## config.mk

```make
export PLATFORM = sky130hd
export DESIGN_NAME = bus_cubic
export DESIGN_NICKNAME = d
export VERILOG_FILES = /design/src/hdl/bus_pkg.sv /design/src/hdl/bus_cubic.sv
export SDC_FILE = /design/constraint.sdc
export NUM_CORES = 2
export LEC_CHECK = 0
export BUFFER_PORTS_ARGS = -buffer_cell sky130_fd_sc_hd__clkbuf_2
export CORE_MARGIN = 2
export CORE_UTILIZATION = 45
export DETAILED_ROUTE_END_ITERATION = 7
export HOLD_SLACK_MARGIN = 0.08
export PLACE_DENSITY = 0.62
export RECOVER_POWER = 50
export SETUP_SLACK_MARGIN = 0.02
export SLEW_MARGIN = 20
export SYNTH_ARGS = -nofsm -noshare
export SYNTH_HDL_FRONTEND = slang
export SYNTH_SLANG_ARGS = --single-unit
```

## constraint.sdc

```tcl
create_clock -name clock -period 14.08 [get_ports clock]
set_clock_uncertainty 0.15 [all_clocks]
set_input_delay 1.408 -clock clock [delete_from_list [all_inputs] [get_ports clock]]
set_output_delay 1.408 -clock clock [all_outputs]
set_load 0.02 [all_outputs]
```

## src/hdl/bus_pkg.sv

```systemverilog
// bus_pkg: shared types and constants for the bicubic upscale sampler
// no dependencies
package bus_pkg;
   localparam int FracBits = 16;
   localparam int CoordW   = 12;
   localparam int AccW     = 40;

   typedef enum logic [1:0] {
      CSR_SCALE  = 2'd0,
      CSR_WIDTH  = 2'd1,
      CSR_HEIGHT = 2'd2
   } csr_index_type;

   typedef enum logic [2:0] {
      ST_IDLE,
      ST_DIV,
      ST_FETCH,
      ST_FILT,
      ST_DONE
   } state_type;

   typedef enum logic [0:0] {
      ACT_WRITE = 1'b0,
      ACT_READ  = 1'b1
   } action_type;

   // catmull-rom polynomial coefficients from four q16 taps
   typedef struct packed {
      logic signed [AccW-1:0] a;
      logic signed [AccW-1:0] b;
      logic signed [AccW-1:0] c;
      logic signed [AccW-1:0] q1;
   } coef_type;

   // floor of v / 2^sh for signed v (arithmetic shift rounds to minus infinity)
   function automatic logic signed [AccW-1:0] floor_shr(input logic signed [2*AccW-1:0] v,
                                                        input int sh);
      logic signed [2*AccW-1:0] r;
      r = v >>> sh;
      return r[AccW-1:0];
   endfunction
endpackage

```

## src/hdl/bus_cubic.sv

```systemverilog
// bus_cubic: sequenced catmull-rom evaluation, one multiply per cycle
// depends on bus_pkg
module bus_cubic (
   input  logic                             clock,
   input  logic                             reset,
   input  logic                             start,
   input  bus_pkg::coef_type                coef,
   input  logic [15:0]                      t,
   output logic                             done,
   output logic signed [bus_pkg::AccW-1:0]  result
);
   import bus_pkg::*;
   coef_type               k_ff;
   logic [1:0]             ph_ff, ph_in;
   logic                   act_ff, act_in;
   logic signed [AccW-1:0] acc_ff, acc_in, sh;
   logic signed [AccW-1:0] res_ff;
   logic signed [2*AccW-1:0] prod;

   always_comb begin
      prod   = $signed({1'b0, t}) * acc_ff;
      sh     = floor_shr(prod, (ph_ff == 2'd2) ? FracBits + 1 : FracBits);
      acc_in = acc_ff;
      ph_in  = ph_ff;
      act_in = act_ff;
      done   = 1'b0;
      if (start) begin
         acc_in = coef.c;
         ph_in  = 2'd0;
         act_in = 1'b1;
      end else if (act_ff) begin
         case (ph_ff)
            2'd0: acc_in = k_ff.b + sh;
            2'd1: acc_in = k_ff.a + sh;
            default: begin
               acc_in = k_ff.q1 + sh;
               act_in = 1'b0;
               done   = 1'b1;
            end
         endcase
         ph_in = ph_ff + 2'd1;
      end
   end

   always_ff @(posedge clock) begin
      if (start) k_ff <= coef;
      acc_ff <= acc_in;
      ph_ff  <= ph_in;
      if (done) res_ff <= acc_in;
      if (reset) act_ff <= 1'b0;
      else       act_ff <= act_in;
   end

   assign result = done ? acc_in : res_ff;
endmodule
```

== Yosys cells after proc, flatten, opt, wreduce, memory -nomap -nowiden ==
Cells that the tools add are included.
Storage, ports and cells
  bits in latches: 0
  register bits: 203
  word-level logic and storage cells: 28
  bits in writable memories: 0
  output and inout port bits: 41
  memories kept: 0
  ROM bits: 0
Cells by class
  reductions and logical operators: 2
  equal/unequal tests: 2
  div/mod/pow operators: 0
  multiply operators: 1
  $add $sub $neg: 4
  bitwise operators: 0
  order comparisons: 0
  shifts and indexed selects: 1
  muxes and demuxes: 11
Operator list (count)
  $add 40x40->40: 3
  $mux 40: 3
  $pmux 40 s2: 1
  $mul 17x40->57: 1
  $sshr 57x5->40: 1
  $mux 1: 7
  $add 2x1->2 const B: 1
  $eq 2x1->1 const B: 1
  $eq 2x2->1 const B: 1
  $logic_not 2->1: 1
  $reduce_or 2->1: 1

== Depth between registers and ports, before layout ==
  word-level depth: 8
  depth in mapped cells: 39
  depth with buffers taken out: 38

== Worst setup path before layout ==
Ideal clock, no wire load.
  path type: input port to output port
  start point: input t[2]
  end point: output result[39] in the netlist's numbering
  data arrival time: 9.485 ns
  stages: 36
  slack: 3.037 ns
  buffers on the path: 1
  required time: 12.522 ns
  cells stage by stage: clkbuf_1 -> nand2_1 -> fa_1 -> fa_1 -> fa_1 -> inv_1 -> fa_1 -> fa_1 -> inv_1 -> fa_1 -> inv_1 -> ha_1 -> a21o_1 -> o21ai_0 -> nand2_1 -> o21ai_1 -> a21bo_2 -> nor2b_1 -> o21a_1 -> nor2_1 -> o21ai_0 -> nand2b_1 -> xnor2_1 -> o21ai_0 -> ha_1 -> and3_2 -> a31oi_2 -> o21ai_2 -> a211oi_4 -> o31ai_4 -> a311oi_4 -> o221ai_2 -> a21oi_1 -> xnor3_1 -> nand2_1 -> nand2_1
On the way
  word-level cells in the longest chain between the ends: 7
  elaborated cells on any way between the ends: 9
  classes of those cells: add/sub (3); mul (1); shift (1); mux (4)
Ends and longest elaborated chain
  start: declaration: RTL line bus_cubic.sv:8  | input logic [15:0] t,
  $mul 17x40->57 (*): RTL line bus_cubic.sv:21  | prod = $signed({1'b0, t}) * acc_ff;
  $sshr 57x5->40 (*): RTL line bus_pkg.sv:39  | r = v >>> sh;
  $add 40x40->40, on equally long branches: RTL line bus_cubic.sv:36, bus_cubic.sv:33, bus_cubic.sv:34
  $pmux 40 s2 (*): RTL line bus_cubic.sv:32  | case (ph_ff)
  $mux 40 (*): RTL line bus_cubic.sv:31  | end else if (act_ff) begin
  $mux 40 (*): RTL line bus_cubic.sv:27  | if (start) begin
  $mux 40 (*)
  end: declaration: RTL line bus_cubic.sv:10  | output logic signed [bus_pkg::AccW-1:0] result
Mark *: on every way between the ends. The rest lies on a longest branch, timed or not.

== Final worst setup path ==
  start point: input t[4]
  end point: output result[36] in the netlist's numbering
Same word-level chain as after synthesis.

==> impl_metrics.toml <==
[critical_path]
crit_top_cell = "fa_1"
reg2regPathDepth = 35
critical_path_class = "input port to output pin"
critPathCaptureType = "output pin"
cp_slowest_cell = "clkbuf_2"
reg2reg_setup_slack_ns = 3.60
timing.rr.start = "acc_ff[11]"
max_stage_delay_ns = 0.86
critPathRequiredTime_ns = 12.52
reg2reg_to = "acc_ff[39]"
arrival_ns = 11.27
crit_path_max_fanout = 40
worstSetupStartpointType = "input port"

[grt]
grt_pass1_wl_um = 133000
track_usage_pct = 23.8
grt_pass1_vias = 23900
grt_overflow = 0
grt_start_max_net_pins = 92
antenna_found_initial = 4

[routing]
dr.first_iter.drc_count = 1504
viasPerCell = 5.09
drcViolationCount = 0
drt_wl_total_um = 81400
route.met2.wl_um = 37900
top_layer_used = "met4"
final_antenna_net_count = 0
wl_met3_um = 6080
num_vias = 22600
wl_met1_um = 36300
drtPass1Iterations = 5
routedWlPerCell_um = 18.3

[hold_path]
hold_end = "res_ff[39]"
hold_start = "res_ff[39]"
hold_depth = 2
hold_path_class = "register to register"

[logic_synthesis]
synth_area_um2 = 31200
synth-seq-cells = 203
synthCells = 3378
synth_cell_types = 79
yosysSeqAreaShare_pct = 16.9
yosys_most_used_dff = "edfxtp_1"
synth_most_common_cell = "inv_1"
syn_avg_cell_area_um2 = 9.22
yosysTopAreaCell = "fa_1"
synth.area.top_cells = "fa_1 39%, edfxtp_1 12%, inv_1 9.0%"
netlist_top_cells_count = "744 x inv_1, 605 x nand2_1, 600 x fa_1"
yosys_warnings = 0
async_flop_share_pct = 0
syn_nets = 4330
netlist.area_leader.share_pct = 38.5
synth_edf_count = 120

[run_status]
violations = "max-capacitance violations, max-slew violations"
status = "complete, but fails checks"

[clock_tree]
clk_pin_slew_ns = 0.06
cts-hold-fix-buffers = 0
cts.path.max_buffers = 3
clk_latency_ns = 0.51
cts_root_buf = "clkbuf_16"
post-cts-setup-buffers = 0
cts_resized = 0
cts_tree = "done"
cts.sinks = 203
numCtsBuffers = 19
htree_levels = 1

[cells_and_area]
areaGrowthSynthToFinish_pct = 8.22
nFillCells = 6517
fin_util_pct = 49.2
final_layout_size_suffix_gt1_share_pct = 9.52
nNetsFinal = 4450
n_antenna_cell = 0

[die]
io_pins = 220
dieArea_um2 = 71400
coreArea_um2 = 68600
die_h_um = 267
start_util_pct = 45.4
rows = 96
die_x_um = 267

[timing]
tns_ns = 0
drv_slew = 92
final-setup-viol-count = 0
period_minus_slack_ns = 12.83
hold_violations = 0
relSlewSlack_pct = -197
finalCritPeriodShare_pct = 91.1
rsz0062_at_grt = "no"
tightestPinTransition_ns = 4.45
max_freq_mhz = 78.0

[run]
maxCapViolations = 1

[placement]
hpwl_um = 63900
port_buffers = 219
place.gp.congestion = 0.902
## how the worst max path moves through the flow
stage,from,to
2_1_floorplan,t[2],result[39]
3_3_place_gp,t[8],result[36]
3_5_place_dp,t[8],result[36]
4_1_cts,t[8],result[36]
5_1_grt,t[8],result[36]
6_report,t[4],result[36]
## layout by cell type, fill, tap and decap left out, types with 15 or more instances in the layout
| cell type | netlist | final |
|---|---|---|
| o21ai_0 | 83 | 83 |
| nand3_1 | 17 | 17 |
| a22oi_1 | 42 | 42 |
| a21oi_1 | 102 | 102 |
| mux2i_1 | 24 | 24 |
| mux2_2 | 38 | 38 |
| nor2_1 | 65 | 64 |
| nand2_1 | 605 | 605 |
| inv_1 | 744 | 745 |
| and2_1 | 240 | 240 |
| edfxtp_1 | 120 | 120 |
| xnor2_1 | 53 | 53 |
| dfxtp_1 | 83 | 82 |
| fa_1 | 600 | 600 |
| buf_4 | 0 | 34 |
| clkbuf_16 | 0 | 19 |
| xor2_1 | 24 | 24 |
| clkbuf_2 | 1 | 204 |
| ha_1 | 173 | 170 |
| a21o_1 | 31 | 31 |
| clkbuf_1 | 140 | 15 |
## flip-flops by register name (all words and copies together) (netlist names)
signal	cells
k_ff	120
acc_ff	40
res_ff	40
ph_ff	2
act_ff	1
## layout make-up
class                           count  area, µm²  area share (%)
Clock buffer                       19        475            1.41
Sequential cell                   203       5270            15.6
Multi-Input combinational cell   2275      22500            66.8
Clock inverter                     14        165           0.490
Tap cell                          931       1160            3.45
Timing Repair Buffer              253       1330            3.95
Inverter                          746       2800            8.30
## worst max-delay path: cells and delay by family
kind / cells / cell delay [ns]
simple gates: 6 / 1.06
mux: 1 / 0.29
xor+xnor: 1 / 0.19
compound gates: 16 / 3.26
buf+inv: 6 / 1.35
fa+ha+maj: 8 / 3.70
## through the flow
step                      instance area (µm²)  setup slack, ns  hold WS [ns]  cells
after global placement                  33100             1.46         0.284   4408
after floorplan                         31200             3.04         0.337   3378
after detailed placement                33100             1.26         0.289   4408
final                                   33700             1.25         0.305   4441
after global routing                    33700            0.614         0.330   4441
after CTS                               33700             1.28         0.306   4441
## cell families (layout without fill, tap and decap cells)
family / count (synthesis) / after routing / share of synthesized area, %
simple gates: 992 / 992 / 14.5
buf+inv: 900 / 1032 / 10.9
fa+ha+maj: 773 / 773 / 45.5
compound gates: 370 / 370 / 7.85
flops: 203 / 203 / 16.9
xor+xnor: 78 / 78 / 2.24
mux: 62 / 62 / 2.14
## per-layer routing
metal,GRT usage (%),vias up
li1,-,10500
met1,34.3,11300
met2,38.7,747
met3,3.77,76
met4,3.54,0
met5,0,-
Power is not shown: default switching activity piles up to over one toggle a cycle in this logic, so the estimate is an artifact.
