===== config.mk =====
export PLATFORM = sky130hd
export DESIGN_NAME = bus_div
export DESIGN_NICKNAME = d
export VERILOG_FILES = /design/src/hdl/bus_pkg.sv /design/src/hdl/bus_div.sv
export SDC_FILE = /design/constraint.sdc
export NUM_CORES = 1
export LEC_CHECK = 0
export ABC_AREA = 1
export BUFFER_PORTS_ARGS = -buffer_cell sky130_fd_sc_hd__buf_2
export CAP_MARGIN = 25
export CORE_ASPECT_RATIO = 0.6
export CORE_MARGIN = 2
export CORE_UTILIZATION = 53
export DETAILED_ROUTE_END_ITERATION = 12
export GPL_ROUTABILITY_DRIVEN = 0
export PLACE_DENSITY = 0.79
export SLEW_MARGIN = 10
export SYNTH_ARGS = -nofsm -noshare
export SYNTH_HDL_FRONTEND = slang
export SYNTH_SLANG_ARGS = --single-unit

===== constraint.sdc =====
create_clock -name clock -period 2 [get_ports clock]
set_input_delay 0.2 -clock clock [delete_from_list [all_inputs] [get_ports clock]]
set_output_delay 0.2 -clock clock [all_outputs]
set_load 0.02 [all_outputs]

===== src/hdl/bus_pkg.sv =====
// bus_pkg: shared types and constants for the bicubic upscale sampler
// no dependencies
package bus_pkg;
   localparam int FracBits = 16;
   localparam int CoordW   = 12;
   localparam int AccW     = 40;

   typedef enum logic [1:0] {
      CSR_SCALE  = 2'd0,
      CSR_WIDTH  = 2'd1,
      CSR_HEIGHT = 2'd2
   } csr_index_type;

   typedef enum logic [2:0] {
      ST_IDLE,
      ST_DIV,
      ST_FETCH,
      ST_FILT,
      ST_DONE
   } state_type;

   typedef enum logic [0:0] {
      ACT_WRITE = 1'b0,
      ACT_READ  = 1'b1
   } action_type;

   // catmull-rom polynomial coefficients from four q16 taps
   typedef struct packed {
      logic signed [AccW-1:0] a;
      logic signed [AccW-1:0] b;
      logic signed [AccW-1:0] c;
      logic signed [AccW-1:0] q1;
   } coef_type;

   // floor of v / 2^sh for signed v (arithmetic shift rounds to minus infinity)
   function automatic logic signed [AccW-1:0] floor_shr(input logic signed [2*AccW-1:0] v,
                                                        input int sh);
      logic signed [2*AccW-1:0] r;
      r = v >>> sh;
      return r[AccW-1:0];
   endfunction
endpackage


===== src/hdl/bus_div.sv =====
// bus_div: restoring divider for coord div/mod scale and the q0.16 fraction
// depends on bus_pkg
module bus_div (
   input  logic                      clock,
   input  logic                      reset,
   input  logic                      start,
   input  logic [bus_pkg::CoordW-1:0] num,
   input  logic [6:0]                den,
   output logic                      done,
   output logic [bus_pkg::CoordW-1:0] quo,
   output logic [15:0]               frac
);
   import bus_pkg::*;
   // dividend is num followed by 16 zero bits: quotient high part = div, low = fraction
   localparam int NW = CoordW + FracBits;
   logic [NW-1:0] q_ff, q_in;
   logic [7:0]    r_ff, r_in;
   logic [4:0]    n_ff, n_in;
   logic          busy_ff, busy_in;
   logic [8:0]    trial;

   always_comb begin
      trial   = {r_ff, q_ff[NW-1]} - {2'b0, den};
      q_in    = q_ff;
      r_in    = r_ff;
      n_in    = n_ff;
      busy_in = busy_ff;
      if (start) begin
         q_in    = {num, 16'd0};
         r_in    = '0;
         n_in    = 5'(NW);
         busy_in = 1'b1;
      end else if (busy_ff) begin
         if (!trial[8]) begin
            r_in = trial[7:0];
            q_in = {q_ff[NW-2:0], 1'b1};
         end else begin
            r_in = {r_ff[6:0], q_ff[NW-1]};
            q_in = {q_ff[NW-2:0], 1'b0};
         end
         n_in = n_ff - 5'd1;
         if (n_ff == 5'd1) busy_in = 1'b0;
      end
   end

   always_ff @(posedge clock) begin
      q_ff <= q_in;
      r_ff <= r_in;
      n_ff <= n_in;
      if (reset) busy_ff <= 1'b0;
      else       busy_ff <= busy_in;
   end

   assign done = busy_ff && n_ff == 5'd1;
   assign quo  = q_in[NW-1:FracBits];
   assign frac = q_in[FracBits-1:0];
endmodule


# Word-level counts from Yosys, hierarchy flattened
# Cells that the tools add are included.
dict set report op_classes {
  n_addsub 2
  eq_ne 1
  n_mux 7
  n_reduce_logical 1
}
# operator count
set op_table {}
lappend op_table {{two-way mux 28 bit} 2}
lappend op_table {{subtractor 9 x 7 -> 9 bit} 1}
lappend op_table {{two-way mux 8 bit} 1}
lappend op_table {{== test 5 x 1 -> 1 bit (second input constant)} 1}
lappend op_table {{subtractor 5 x 1 -> 5 bit (second input constant)} 1}
lappend op_table {{two-way mux 1 bit} 4}
lappend op_table {{logical AND 1 bit} 1}
dict set report word_totals {
  reg_bits 42
  out_inout_bits 29
  wordCells 15
}

# Depth between registers and ports, before layout
# Gate-level depths: netlist of the first run.
dict set report depth {
  word_depth 4
  depth_mapped 14
  mapped_depth_nobuf 14
}

# Least setup slack after synthesis of the first run
# Ideal clock, no wire load.
dict set report synth_path {
  path_kind {reg2out}
  from {reg q_ff[27]}
  to {out frac[0]}
  arrival_time_ns 1.599
  required_time_ns 1.800
  slack_ns 0.201
  path_stages_with_launch 13
  n_path_buf 0
  path_cell_list {dfxtp_1 inv_1 ha_1 inv_2 fa_1 nand2_1 nand2_1 nand3_2 nand2_2 nand2_1 nand2_1 o21ai_1 inv_1}
}
dict set report synth_between {
  elab_chain_cells 4
}
# item line_no
set synth_lines {}
lappend synth_lines {{start: declaration} bus_div.sv:16} ;# logic [NW-1:0] q_ff, q_in;
lappend synth_lines {{start signal: assignment} bus_div.sv:47} ;# q_ff <= q_in;
lappend synth_lines {{subtractor 9 x 7 -> 9 bit} bus_div.sv:23} ;# trial = {r_ff, q_ff[NW-1]} - {2'b0, den};
lappend synth_lines {{two-way mux 1 bit} bus_div.sv:34} ;# if (!trial[8]) begin
lappend synth_lines {{two-way mux 28 bit} bus_div.sv:33} ;# end else if (busy_ff) begin
lappend synth_lines {{two-way mux 28 bit} bus_div.sv:28} ;# if (start) begin
lappend synth_lines {{end: declaration} bus_div.sv:11} ;# output logic [15:0] frac
# Every way passes these cells.

# Final worst setup path of the first run
# Same ends and word-level chain as after synthesis.

==> results of run 1 <==
==> worst paths after layout <==
check,depth (start not counted),endpoint,slack [ns],from
worst max-delay path,13,frac[0],-0.14,q_ff[27]$_DFF_P_
worst min-delay path,2,busy_ff$_SDFF_PP0_,0.08,reset
worst max register to register,15,r_ff[6]$_SDFFE_PP0P_,0.03,q_ff[27]$_DFF_P_
worst min register to register,1,n_ff[3]$_SDFFE_PP1P_,0.46,n_ff[3]$_SDFFE_PP1P_
==> what timing repair did <==
item                       in CTS  in global routing
setup endpoints to repair       1                  9
cloned                          0                  0
buffers inserted                6                  4
pin swaps                       7                  6
gates resized for setup        10                  5
==> routing by layer <==
layer  up-vias  track usage, %  share of wire [%]
li1       1117               -                  -
met1       951            33.0                 49
met2        81            37.2                 43
met3         0            7.33                7.3
met4         0            4.50                  0
met5         -               0                  0
==> power by group <==
group / internal, mW / switching, mW
logic: 0.276 / 0.436
registers: 0.915 / 0.0517
clock network: 0.277 / 0.283
==> worst max-delay path, delay by kind of cell, from the launching register on <==
family,cells,cell delay [ns]
AND/OR/NAND/NOR,6,0.41
flip-flops,1,0.33
AO/OA/AOI/OAI,1,0.11
buffers and inverters,4,0.31
adder cells (fa/ha/maj),2,0.48
==> cell families (layout without fill, tap and decap cells) <==
group,after synthesis,count (layout),share of synthesized area [%]
and+or+nand+nor,154,154,30.9
DFF,42,42,39.5
xor gates and xnor gates,1,1,0.412
AOI/OAI and AO/OA,58,58,13.8
buffers and inverters,50,110,9.06
adders and majority gates,10,10,6.24
==> stage by stage <==
stage / cells / hold slack, ns / setup TNS [ns] / util, %
2_1_floorplan: 315 / 0.269 / 0 / -
3_3_place_gp: 404 / 0.376 / -0.00270 / 64.7
3_5_place_dp: 404 / 0.382 / -0.0598 / 64.7
4_1_cts: 418 / 0.0747 / -0.186 / 69.2
5_1_grt: 422 / 0.0606 / -0.724 / 70.8
6_report: 422 / 0.0807 / -0.138 / 70.8
==> placed cells by master, fill, tap and decap left out, drive strengths merged, types with 2 or more instances in the layout <==
cell	n
or2	2
clkbuf	6
dfxtp	42
o21ai	20
ha	9
nor2	52
nand3	25
inv	36
buf	66
a21oi	38
nand2	70
nand3b	4
==> area by class of cell <==
cell class | instances | area [um2]
Clock buffer | 6 | 82.6
Clock inverter | 2 | 12.5
Fill cell | 322 | 1100
Inverter | 36 | 135
Multi-Input combinational cell | 223 | 1150
Sequential cell | 42 | 842
Tap cell | 47 | 58.8
Timing Repair Buffer | 66 | 389
==> registers in the layout, summed over array words and instances, names as in the netlist <==
register  flops
q_ff         28
r_ff          8
n_ff          5
busy_ff       1
==> key figures, run 1 <==
Timing
  – FMAX: roughly 0.47 GHz
  – Relative slew slack: 80.0%
  – Finish-stage setup viols: 1
  – Final hold viol count: 0
  – RSZ-0062 raised after global routing: yes
  – Slew @ Worst Pin: roughly 0.30 ns
  – Setup Skew: between 0.003 and 0.004 ns
  – Slew Viols, Final: 0
  – Final WS setup: -0.138 ns
  – Final min period: approximately 2.1 ns
  – Fin crit share: 107%

Finish
  – Nets: 406
  – Ant. Diodes: 0
  – Share of cells above drive strength 1: about a quarter
  – Layout area overhead: 25.4%
  – Final Cell Area: ~2700 um2

Setup path
  – Kind of end point of the critical path: output pin
  – Worst setup SP type: register
  – Critical path class: reg -> out
  – Crit path top cell by count: nand2_2
  – Crit path cell chain: inv_2, ha_4, inv_2, fa_2, nand2_2, nand2_4, nand3_4, nand2_2, nand2_2, nand2_2, o21ai_1, inv_1, buf_6
  – Slowest-stage cell, CP: fa_2
  – Critical path data arrival time: around 1.9 ns
  – Worst Path Max Fanout: 3
  – Max stage delay on crit path: between 0.3 and 0.4 ns
  – CP required: around 1.8 ns

Outcome
  – Run status: finished, violations left
  – Violated checks: design-rule violations, negative setup slack

Global routing
  – Global-route wire length before repair: about 8500 um
  – Gr usage total: around a quarter
  – Initial antenna violation count: 0
  – GRT overflow: 0
  – Pin count of the biggest net entering global routing: 44
  – Vias in the first global route: roughly 1.9k

Logic synthesis
  – Async SR Flop Fraction: 0%
  – Post-Syn Instances: 315
  – Synthesized net count: around 350
  – Number of synthesized flops with an enable pin: 0
  – Syn_area_per_cell: between 6 and 7 um2
  – Yosys reg bits: 42
  – Seq/Total Area, Yosys: roughly two fifths
  – Main synth FF type: dfxtp_1
  – Most frequent cells after synthesis: 67 x nand2_1, 51 x nor2_1, 42 x dfxtp_1
  – Share of the synthesized area in the top cell type: 39.5%
  – Top post-synthesis cells by area: dfxtp_1 40%, nand2_1 12%, nor2_1 9.0%
  – Synth Warn #: 0
  – Cell taking the most area after synthesis: dfxtp_1
  – Most frequent cell after synthesis: nand2_1
  – Synth cell types: 23
  – Syn Std Cell Area: roughly 2100 um2

Pwr
  – Final Power: roughly 2.2 mW
  – Peak VDD IR: 793 uV
  – Pwr Density: 840 nW/um2
  – Leakage: approximately 1.4 nW

Die
  – Initial Util: a little under three fifths
  – # IOs: 51
  – Die Span X: 85.8 um
  – Placeable Area: roughly 3800 um2
  – Die Ht: roughly 53 um
  – Die footprint: 4550 um2
  – Row count: 17

CTS
  – CTS sink cnt: between 40 and 50
  – Number of H-tree levels: 2
  – Latest clock arrival within the worst-skew pair: between 0.2 and 0.3 ns
  – CTS Root Cell: clkbuf_8
  – Num CTS Buffers: 5
  – Max clock buf depth: 2
  – CTS tree: done
  – Clk slew on worst S/H paths: roughly 0.080 ns
  – # hold bufs at CTS: 0

Route
  – Drt wl/cell: about 12 um
  – Via count: between 2k and 2.5k
  – DRC Markers: 5
  – Post-route ant nets: 0
  – Starting DRC count in detailed routing: approximately 180
  – Drt total wl: between 5000 and 6000 um
  – Initial DRT Pass Iterations: 11
  – Drt via density: ~5.1

Job
  – Max-cap violations: 0

Placed design
  – Port Buffers: 50
  – Place WS: -0.0598 ns
  – Post-DP HPWL: around 3500 um
  – Area after DPL: 2440 um2

Hold path
  – Hold Path Class: in -> reg
No activity file was read; power rests on OpenSTA's default activity.
==> run 2: changes to the inputs <==
- ABC_AREA: 1 -> not set
- CORE_UTILIZATION: 53 -> 52
- PLACE_DENSITY: 0.79 -> 0.78
==> run 2 against run 1 <==
  * The flow finishes with violations (negative setup slack)
  * Cell count shrank 19%
  * Area after synthesis shrank 4.4%
  * Count of clock-buffer cells in the layout shrank 1
  * Fmax shrank 11%
  * Core utilization grew 1.2 points
  * Die area shrank 2.4%
  * Worst setup slack lost 0.25 ns
  * Flip-flop and latch count is the same
  * Critical endpoint unchanged
  * Largest cell class unchanged
==> key figures, run 2 <==
Route
  – Starting DRC count in detailed routing: 56 (was 182)
  – Drt via density: 5.16 (was 5.09)
  – DRC Markers: 0 (was 5)
  – Via count: 1769 (was 2149)
  – Drt wl/cell: 13.2 um (was 12.4 um)
  – Drt total wl: 4530 um (was 5230 um)
  – Post-route ant nets: 0 (unchanged)
  – Initial DRT Pass Iterations: 4 (was 11)

Logic synthesis
  – Synthesized net count: 259 (was 347)
  – Share of the synthesized area in the top cell type: 41.3% (was 39.5%)
  – Seq/Total Area, Yosys: 41.3% (was 39.5%)
  – Synth Area in Compound Gates: 12.1% (was 13.8%)
  – Simple-gate share of the synthesized area: 15.1% (was 30.9%)
  – Mux cell area share after synthesis: 16.3% (was 0%)
  – Cell taking the most area after synthesis: dfxtp_1 (unchanged)
  – Largest family of logic cells by synthesized area: multiplexers (was simple AND/OR/NAND/NOR gates)
  – Post-synthesis adder-cell area fraction: 6.52% (was 6.24%)
  – Top post-synthesis cells by area: dfxtp_1 41%, mux2i_1 16%, nor2_1 5.9% (was dfxtp_1 40%, nand2_1 12%, nor2_1 9.0%)
  – Synth cell types: 34 (was 23)
  – Async SR Flop Fraction: 0% (unchanged)
  – Most frequent cell after synthesis: dfxtp_1 (was nand2_1)
  – Post-Syn Instances: 227 (was 315)
  – Syn Std Cell Area: 2030 um2 (was 2130 um2)
  – Synth Warn #: 0 (unchanged)
  – Syn_area_per_cell: 8.96 um2 (was 6.75 um2)
  – XOR/XNOR Fraction of Synth Area: 3.44% (was 0.412%)
  – Yosys reg bits: 42 (unchanged)
  – Number of synthesized flops with an enable pin: 0 (unchanged)
  – Most frequent cells after synthesis: 42 x dfxtp_1, 32 x mux2i_1, 32 x nor2_1 (was 67 x nand2_1, 51 x nor2_1, 42 x dfxtp_1)
  – Main synth FF type: dfxtp_1 (unchanged)

Global routing
  – GRT overflow: 0 (unchanged)
  – Vias in the first global route: 1633 (was 1895)
  – Initial antenna violation count: 0 (unchanged)
  – Pin count of the biggest net entering global routing: 57 (was 44)
  – Global-route wire length before repair: 7030 um (was 8470 um)
  – Gr usage total: 20.4% (was 23.9%)

Die
  – Row count: 17 (unchanged)
  – Initial Util: 55.0% (was 56.5%)
  – Die footprint: 4450 um2 (was 4550 um2)
  – Placeable Area: 3700 um2 (was 3760 um2)
  – Die Ht: 52.5 um (was 53.1 um)
  – Die Span X: 84.8 um (was 85.8 um)
  – # IOs: 51 (unchanged)

Setup path
  – Worst setup SP type: register (unchanged)
  – Critical path data arrival time: 2.19 ns (was 1.94 ns)
  – Worst Path Max Fanout: 4 (was 3)
  – R2r setup slk: -0.25 ns (was 0.03 ns)
  – Reg2reg start: q_ff[27]$_DFF_P_ (unchanged)
  – CP required: 1.80 ns (about the same)
  – Critical R2R Capture: r_ff[7]$_SDFFE_PP0P_ (was r_ff[6]$_SDFFE_PP0P_)
  – R2R depth: 9 (was 15)
  – Kind of end point of the critical path: output pin (unchanged)
  – Critical path class: reg -> out (unchanged)

Timing
  – RSZ-0062 raised after global routing: yes (unchanged)
  – Setup Skew: 0.00695 ns (was 0.00327 ns)
  – FMAX: 0.418 GHz (was 0.468 GHz)
  – Fin Hold WS: 0.0589 ns (was 0.0807 ns)
  – Post-route setup TNS: -1.79 ns (was -0.138 ns)
  – Fin crit share: 120% (was 107%)
  – Final WS setup: -0.392 ns (was -0.138 ns)
  – Final hold viol count: 0 (unchanged)
  – Finish-stage setup viols: 9 (was 1)
  – Final min period: 2.39 ns (was 2.14 ns)
  – Slew @ Worst Pin: 0.888 ns (was 0.300 ns)
  – Slew Viols, Final: 0 (unchanged)
  – Relative slew slack: 40.8% (was 80.0%)

CTS
  – Latest clock arrival within the worst-skew pair: 0.30 ns (was 0.29 ns)
  – CTS Root Cell: clkbuf_8 (unchanged)
  – Num CTS Buffers: 5 (unchanged)
  – CTS tree: done (unchanged)
  – Number of H-tree levels: 2 (unchanged)
  – Clk slew on worst S/H paths: 0.08 ns (about the same)
  – CTS sink cnt: 42 (unchanged)
  – Max clock buf depth: 2 (unchanged)
  – # hold bufs at CTS: 0 (unchanged)

Finish
  – Max FFs per register: 28 (unchanged)
  – Final Cell Area: 2670 um2 (unchanged)
  – Share of cells above drive strength 1: 33.1% (was 24.8%)
  – Layout area overhead: 31.1% (was 25.4%)
  – Largest Register: q_ff (unchanged)
  – Largest regs: q_ff: 28 flops, r_ff: 8 flops, n_ff: 5 flops (unchanged)
  – Nets: 327 (was 406)
  – Ant. Diodes: 0 (unchanged)
  – Commonest non-fill, non-tap cell in the layout: buf_2 (was nand2_1)
  – Most frequent cells in the layout: 48 x buf_2, 39 x dfxtp_1, 32 x mux2i_1 (was 63 x nand2_1, 51 x nor2_1, 49 x buf_2)

Hold path
  – Hold_sp: reset (unchanged)
  – Hold endpoint: busy_ff$_SDFF_PP0_ (unchanged)
  – Hold Path Class: in -> reg (unchanged)
  – Worst Hold Path Cells: 2 (unchanged)

Pwr
  – Psw: 0.648 mW (was 0.771 mW)
  – Flop pwr share: 42.7% (was 43.2%)
  – Clk pwr share: 30.7% (was 25.0%)
  – Switching Fraction: 29.4% (was 34.4%)
  – Final Power: 2.20 mW (was 2.24 mW)
  – Combinational power share: 26.7% (was 31.8%)
  – Pwr Density: 826 nW/um2 (was 840 nW/um2)
  – Leakage: 1.24 nW (was 1.39 nW)
  – P_int: 1.55 mW (was 1.47 mW)
  – Peak VDD IR: 588 uV (was 793 uV)

Outcome
  – Violated checks: negative setup slack (was design-rule violations, negative setup slack)
  – Run status: finished, violations left (unchanged)

Placed design
  – Port Buffers: 50 (unchanged)
  – Post-DP HPWL: 3210 um (was 3490 um)
  – Area after DPL: 2470 um2 (was 2440 um2)

Job
  – Max-cap violations: 0 (unchanged)
run 2: changes by cell type after synthesis, sizes merged, moves of 4 or more:
cell    change
a211oi      +7
a21oi      -32
inv        -23
mux2i      +32
nand2      -51
nand2b      +4
nand3      -24
nand3b      -4
nor2       -20
xor2        +4
run 2: worst max path at each step:
stage	depth (start not counted)	endpoint	from
after global routing	10	frac[0]	q_ff[27]$_DFF_P_
after detailed placement	9	r_ff[7]$_SDFFE_PP0P_	q_ff[27]$_DFF_P_
after global placement	9	r_ff[2]$_SDFFE_PP0P_	q_ff[27]$_DFF_P_
final	10	frac[0]	q_ff[27]$_DFF_P_
after CTS	10	frac[0]	q_ff[27]$_DFF_P_
after floorplan	10	r_ff[7]$_SDFFE_PP0P_	q_ff[27]$_DFF_P_
run 2: metrics by stage:
step | worst slack [ns] | util, % | std cells
after floorplan | -0.193 | - | 227
after global placement | -0.276 | 66.7 | 330
after detailed placement | -0.348 | 66.7 | 330
after CTS | -0.350 | 70.7 | 341
after global routing | -0.487 | 72.0 | 343
final | -0.392 | 72.0 | 343
run 2: layer usage:
metal	GRT usage [%]	wire, um	part of all wire, %	up-vias
li1	-	-	-	918
met1	26.2	2210	49	797
met2	32.8	2030	45	45
met3	5.83	230	5.1	9
met4	8.20	54	1.2	0
met5	0	0	0	-
run 2: final cells by class:
class                   count  area, um2
clock inverters             3       45.0
repair buffers             74        455
fillers                   296       1030
clock buffers               5       68.8
well taps                  47       58.8
inverters                  13       48.8
flip-flops and latches     42        847
multi-input cells         159       1140
run 2: critical path, stage by stage (launching register included):
cell,delay (ns)
dfxtp_2,0.33
inv_2,0.07
ha_4,0.13
inv_2,0.04
fa_2,0.36
a211oi_4,0.27
o211ai_1,0.14
buf_4,0.16
nand4_1,0.12
a21oi_2,0.08
buf_4,0.20
run 2: timing repair:
item	4_1_cts	5_1_grt
setup endpoints to repair	10	12
setup buffers	3	3
pin swaps	5	7
resized for setup	3	9
run 2: logic make-up (layout without fill, tap and decap cells):
group           count (synthesis)  in the layout
fa+ha+maj                      10             10
xor+xnor                        8              8
simple gates                   69             69
compound gates                 39             39
flops                          42             42
mux                            33             33
buf+inv                        26             95
run 2: power groups by stage:
stage | Sequential [mW] | Combinational, mW | Clock [mW]
final | 0.939 | 0.587 | 0.675
after global routing | 0.947 | 0.640 | 0.715
after CTS | 0.939 | 0.546 | 0.689
after detailed placement | 0.958 | 0.523 | 0
after global placement | 0.956 | 0.509 | 0
after floorplan | 0.941 | 0.366 | 0
